$ cat config.mk
export PLATFORM = sky130hd
export DESIGN_NAME = tmcd_wide_mul
export DESIGN_NICKNAME = d
export VERILOG_FILES = /design/src/rtl/core/tmcd_pkg.sv /design/src/rtl/core/tmcd_wide_mul.sv
export SDC_FILE = /design/constraint.sdc
export NUM_CORES = 1
export LEC_CHECK = 0
export ABC_AREA = 1
export ABC_CLOCK_PERIOD_IN_PS = 6500
export BUFFER_PORTS_ARGS = -buffer_cell sky130_fd_sc_hd__buf_2
export CORE_AREA = 3 3 222 224
export CTS_CLUSTER_DIAMETER = 120
export DETAILED_ROUTE_END_ITERATION = 10
export DIE_AREA = 0 0 225 227
export PLACE_DENSITY = 0.7
export SYNTH_ARGS = -nofsm -noshare
export SYNTH_HDL_FRONTEND = slang
export SYNTH_SLANG_ARGS = --single-unit
$ cat constraint.sdc
create_clock -name clk -period 6.5 [get_ports clk]
set_clock_uncertainty 0.05 [all_clocks]
set_input_delay 1.95 -clock clk [delete_from_list [all_inputs] [get_ports clk]]
set_output_delay 1.95 -clock clk [all_outputs]
set_load 0.01 [all_outputs]
$ cat src/rtl/core/tmcd_pkg.sv
// Shared types, widths and codes for the tolerant m/z cosine distance block.
// Used by every module under rtl/core; it depends on nothing else.
`timescale 1ns / 1ps
`default_nettype none
package tmcd_pkg;

  localparam int MAX_PEAKS = 256;
  localparam int ADDR_W    = $clog2(MAX_PEAKS);
  localparam int CNT_W     = ADDR_W + 1;
  localparam int MZ_W      = 26;
  localparam int INT_W     = 16;
  localparam int SQ_W      = 2 * INT_W;
  localparam int MAG_W     = SQ_W + ADDR_W;
  localparam int MUL_A_W   = 2 * MAG_W;
  localparam int MUL_B_W   = MAG_W;
  localparam int PROD_W    = MUL_A_W + MUL_B_W;
  localparam int DIST_W    = 17;
  localparam int ODD_W     = DIST_W + 1;
  localparam int BIT_W     = $clog2(DIST_W);
  localparam int SHIFT_D   = 2 * DIST_W;
  localparam int IN_DATA_W  = 48;
  localparam int OUT_DATA_W = 24;
  localparam int CMD_W      = 2;

  localparam logic [DIST_W-1:0] ONE_Q16   = DIST_W'(65536);
  localparam logic [MZ_W-1:0]   TOL_RESET = MZ_W'(328);

  localparam logic [CMD_W-1:0] CMD_LOAD_L  = 2'd0;
  localparam logic [CMD_W-1:0] CMD_LOAD_R  = 2'd1;
  localparam logic [CMD_W-1:0] CMD_COMPUTE = 2'd2;

  typedef struct packed {
    logic [INT_W-1:0] intensity;
    logic [MZ_W-1:0]  mz;
  } peak_t;

endpackage
`default_nettype wire

$ cat src/rtl/core/tmcd_wide_mul.sv
// Shift-add multiplier, one multiplier bit per cycle, for the final ratio test.
// Depends on tmcd_pkg for the operand and product widths.
`timescale 1ns / 1ps
`default_nettype none
module tmcd_wide_mul (
  input  wire                         clk,
  input  wire                         rst_n,
  input  wire                         go,
  input  wire [tmcd_pkg::MUL_A_W-1:0] a,
  input  wire [tmcd_pkg::MUL_B_W-1:0] b,
  output logic                        done,
  output logic [tmcd_pkg::PROD_W-1:0] prod
);

  logic                        busy_r;
  logic                        done_r;
  logic [tmcd_pkg::PROD_W-1:0] a_r;
  logic [tmcd_pkg::MUL_B_W-1:0] b_r;
  logic [tmcd_pkg::PROD_W-1:0] acc_r;

  always_ff @(posedge clk) begin
    if (!rst_n) begin
      busy_r <= 1'b0;
      done_r <= 1'b0;
    end else begin
      done_r <= 1'b0;
      if (go) begin
        busy_r <= 1'b1;
      end else if (busy_r && (b_r == '0)) begin
        busy_r <= 1'b0;
        done_r <= 1'b1;
      end
    end
  end

  always_ff @(posedge clk) begin
    if (go) begin
      a_r   <= tmcd_pkg::PROD_W'(a);
      b_r   <= b;
      acc_r <= '0;
    end else if (busy_r && (b_r != '0)) begin
      if (b_r[0]) begin
        acc_r <= acc_r + a_r;
      end
      a_r <= a_r << 1;
      b_r <= b_r >> 1;
    end
  end

  assign done = done_r;
  assign prod = acc_r;

endmodule
`default_nettype wire

Word level (Yosys, flattened, before mapping)

Cells that the tools add are included.

Bitwise logic cells: 1
Mux-type cells: 7
Reductions and logical operators: 8
Add/sub/neg operators: 1

Operators with widths:

| kind                | count |
|---|---|
| two-way mux 80 bit  | 2 |
| adder 120 bit       | 1 |
| two-way mux 40 bit  | 2 |
| logical NOT 40 bit  | 1 |
| nonzero test 40 bit | 1 |
| nonzero test 2 bit  | 2 |
| two-way mux 1 bit   | 3 |
| logical AND 1 bit   | 2 |
| AND reduction 2 bit | 1 |
| OR reduction 2 bit  | 1 |
| inverter 1 bit      | 1 |

Output and inout port bits: 121
Flip-flop bits (word level): 282

Depth between registers and ports, before layout

Depth in word-level cells: 4
Depth in mapped cells: 17

Least setup slack after synthesis

Ideal clock, no wire load.

Path type: in2reg
From: in go
To: reg a_r[0] (netlist bit), enable pin
Data arrival time: 4550 ps
Required time: 5394 ps
Stages on the path: 4
Slack: 844 ps
Path through: inv_1 -> clkbuf_1 -> clkbuf_1 -> nand2_1

Cells in the longest elaborated chain, start to end: 1

RTL lines:

| element                             | RTL line            | text |
|---|---|---|
| from (decl)                         | tmcd_wide_mul.sv:8  | `input wire go,` |
| nonzero test 2 bit (no source line) | -                   |  |
| to (signal assigned)                | tmcd_wide_mul.sv:38 | `a_r <= tmcd_pkg::PROD_W'(a);` |
| to (signal assigned)                | tmcd_wide_mul.sv:45 | `a_r <= a_r << 1;` |
| to (decl)                           | tmcd_wide_mul.sv:17 | `logic [tmcd_pkg::PROD_W-1:0] a_r;` |

Every way passes these cells.
A chain may end at the register's enable or synchronous reset.

Worst setup path in the final report

From: in go
To: reg a_r[59] (netlist bit), enable pin

The elaborated chain is that of the path after synthesis.

==> flow_metrics.py <==
metrics = {
    "die": {
        "fp-row-count": 80,
        "boundaryPins": 244,
        "core_um2": 47500,
        "initial_core_util": 0.496,
        "die_x_um": 225,
        "die_h_um": 227,
        "dieArea_um2": 51100,
    },
    "cts": {
        "htreeDepth": 1,
        "clk_latency_ns": 0.62,
        "cts.path.max_buffers": 3,
        "clk_pin_slew_ns": 0.06,
        "postCtsResizedCells": 0,
        "cts_tree": "yes",
        "cts_made_buffers": 30,
        "clkSinkCount": 282,
        "cts_setup_buffers": 0,
        "hold_buffers": 0,
        "cts_root_buffer": "clkbuf_16",
    },
    "placed_design": {
        "hpwl_mm": 71.1,
        "place_congestion": 1.04,
        "pre_cts_ws_ns": 2.13,
        "port_buffers": 243,
    },
    "worst_setup_path": {
        "slowest_stage": "buf_6",
        "slowest_delay_ns": 0.62,
        "arrival_ns": 4.01,
        "path_buf_inv": 3,
        "crit_chain": "buf_6 > inv_6 > nand2_4 > buf_12",
        "required_ns": 6.73,
        "crit_family": "buffers and inverters",
        "endpoint_kind": "register",
        "start_kind": "input pin",
        "critPathMaxFanout": 114,
        "path_class": "in -> reg",
        "r2r_slack_ns": 2.91,
    },
    "yosys": {
        "synth_fp_nets": 4371,
        "synth_seq_area_share": 0.290,
        "yosys_register_bits": 282,
        "syn_inst": 4128,
        "yosys-top-cells-area": "nand2_1 27%, edfxtp_1 15%, inv_1 14%, dfxtp_1 14%, nor2_1 6.6%",
        "ys_types": 32,
        "yosysTopAreaCell": "nand2_1",
        "yosysTopAreaCellShare": 0.271,
        "yosysWarnings": 0,
        "syn_area_um2": 23600,
        "avgSynthCellArea_um2": 5.72,
    },
    "timing": {
        "min_period_ns": 3.79,
        "finalSetupViolations": 0,
        "worst_slack_ns": 2.71,
        "finalHoldViolations": 0,
        "finalCritPeriodShare": 0.583,
        "drv_slew": 0,
        "worstMarginPinSlew_ns": 0.873,
        "relSlewSlack": 0.418,
        "tns_ns": 0,
        "rsz0062_at_grt": "no",
        "fmax_mhz": 264,
    },
    "detailed_routing": {
        "drc_errors": 0,
        "drtIter0Drc": 2066,
        "firstDrtPassIters": 6,
        "routedWlPerCell_um": 17.2,
        "vias_per_cell": 4.94,
        "vias": 24600,
        "antenna_left": 0,
        "wl_mm": 85.6,
    },
    "pwr": {
        "leakagePower_nw": 15.5,
        "comb_power_share": 0.274,
        "power_density_nw_per_um2": 204,
        "power_frac_seq": 0.399,
        "netSwitchingFraction": 0.347,
        "internal-power_mw": 3.52,
        "clkPwrFrac": 0.327,
        "p_sw_mw": 1.87,
        "ir_worst_vdd_uv": 208,
    },
    "hold_path": {
        "hp-class": "reg -> reg",
    },
    "final_layout": {
        "layout-drive-gt1-share": 0.0711,
        "fillers": 5090,
        "area_growth_syn_to_layout_pct": 11.9,
        "multi_input_area_um2": 13000,
        "regArea_um2": 6850,
        "nNetsFinal": 4580,
    },
    "global_routing": {
        "grt_antenna_before_repair": 0,
        "grt_max_degree": 115,
        "overflow": 0,
        "grtUsageTotal": 0.330,
        "grt_pass1_vias": 22600,
        "grt_pass1_wl_mm": 129,
    },
    "run": {
        "maxCapViolations": 0,
    },
    "status": {
        "status": "finished, final reports clean",
    },
}
==> stage by stage <==
step	power, mW	util	cells	hold WS [ns]	area (um^2)
floorplan	3.14	-	4128	0.371	23600
finish	5.39	0.555	4977	0.409	26400
global placement	3.63	0.534	4920	0.393	25400
CTS	5.39	0.555	4976	0.409	26400
detailed placement	3.64	0.534	4920	0.397	25400
global route	5.69	0.555	4976	0.431	26400
==> cells by family (layout without fill, tap and decap cells) <==
family                   Yosys count  after routing  share of synthesized area
other                              0              1                          0
XOR/XNOR                          58             58                     0.0215
flip-flops                       282            282                      0.290
AO/OA/AOI/OAI                    346            346                     0.0789
buffers and inverters            986           1219                      0.159
adder cells (fa/ha/maj)          120            120                     0.0640
AND/OR/NAND/NOR                 2336           2336                      0.386
==> worst register-to-register path, delay by kind of cell, from the launching register on <==
family        cells  cell delay (ns)
flops             1             0.33
buf+inv           4             1.36
simple gates      8             1.73
==> final timing paths <==
path	start	end	cells after the start
worst max register to register	b_r[26]	prod[100]	12
worst min-delay path	busy_r	done	2
worst min register to register	busy_r	done	2
worst max-delay path	go	a_r[59]	4
==> registers in the layout (all words and copies together) (netlist names) <==
register / count
busy_r: 1
prod: 120
a_r: 120
b_r: 40
done: 1
==> cells in the final DEF, fill, tap and decap left out, types with 2 or more instances in the layout <==
| cell type | Yosys | routed |
|---|---|---|
| nand2_1 | 1705 | 1704 |
| inv_1 | 906 | 905 |
| nor2_1 | 413 | 413 |
| buf_2 | 19 | 242 |
| dfxtp_1 | 162 | 162 |
| a21oi_1 | 153 | 153 |
| nand3_1 | 137 | 137 |
| edfxtp_1 | 120 | 120 |
| ha_1 | 119 | 119 |
| o21ai_0 | 116 | 116 |
| o21a_1 | 44 | 44 |
| nor3_1 | 35 | 35 |
| xor2_1 | 33 | 33 |
| clkbuf_16 | 0 | 30 |
| o21ai_1 | 26 | 26 |
| xnor2_1 | 25 | 25 |
| nand4_1 | 24 | 24 |
| buf_4 | 0 | 9 |
| clkinv_1 | 1 | 8 |
| nor4_1 | 6 | 6 |
| nand3b_1 | 6 | 6 |
| clkinv_2 | 0 | 6 |
| clkbuf_8 | 0 | 5 |
| and2_1 | 4 | 4 |
| a21o_1 | 4 | 4 |
| clkbuf_1 | 47 | 4 |
| or2_2 | 3 | 3 |
| bufinv_16 | 0 | 3 |
| buf_12 | 0 | 3 |
| nand2_4 | 1 | 2 |
| o21bai_1 | 2 | 2 |
==> synth_stat cells (all sizes together) <==
library cell and instances:
nor3 35, nor4 6, nand3 137, xor2 33
edfxtp 120, nand4 24, dfxtp 162, ha 119
nand3b 6, o21ai 142, a21o 4, o21bai 2
inv 907, clkinv 1, nand2 1706, a31o 1
or2 3, nor2 415, fa 1, a21oi 153
and2 4, clkbuf 47, o21a 44, buf 31
xnor2 25
==> per-layer routing <==
metal	GRT usage	part of all wire	up-vias
met4	0.104	0.037	0
li1	-	-	12800
met1	0.468	0.45	10900
met5	0	0	-
met3	0.0709	0.094	138
met2	0.503	0.42	789
==> final cells by class <==
cell class | count | share of cell area
inverters | 908 | 0.129
clock buffers | 39 | 0.0316
multi-input cells | 2860 | 0.493
diodes | 1 | 0.0000948
repair buffers | 255 | 0.0511
flip-flops and latches | 282 | 0.259
clock inverters | 17 | 0.00668
well taps | 615 | 0.0292
==> power groups by stage <==
stage                     registers (mW)  clock network [mW]  logic, mW
after global placement              2.19                   0       1.44
after detailed placement            2.19                   0       1.45
final                               2.15                1.77       1.48
after floorplan                     2.17                   0      0.961
after global routing                2.17                1.86       1.66
after CTS                           2.15                1.78       1.46
Power figures use the tool's default switching activity.
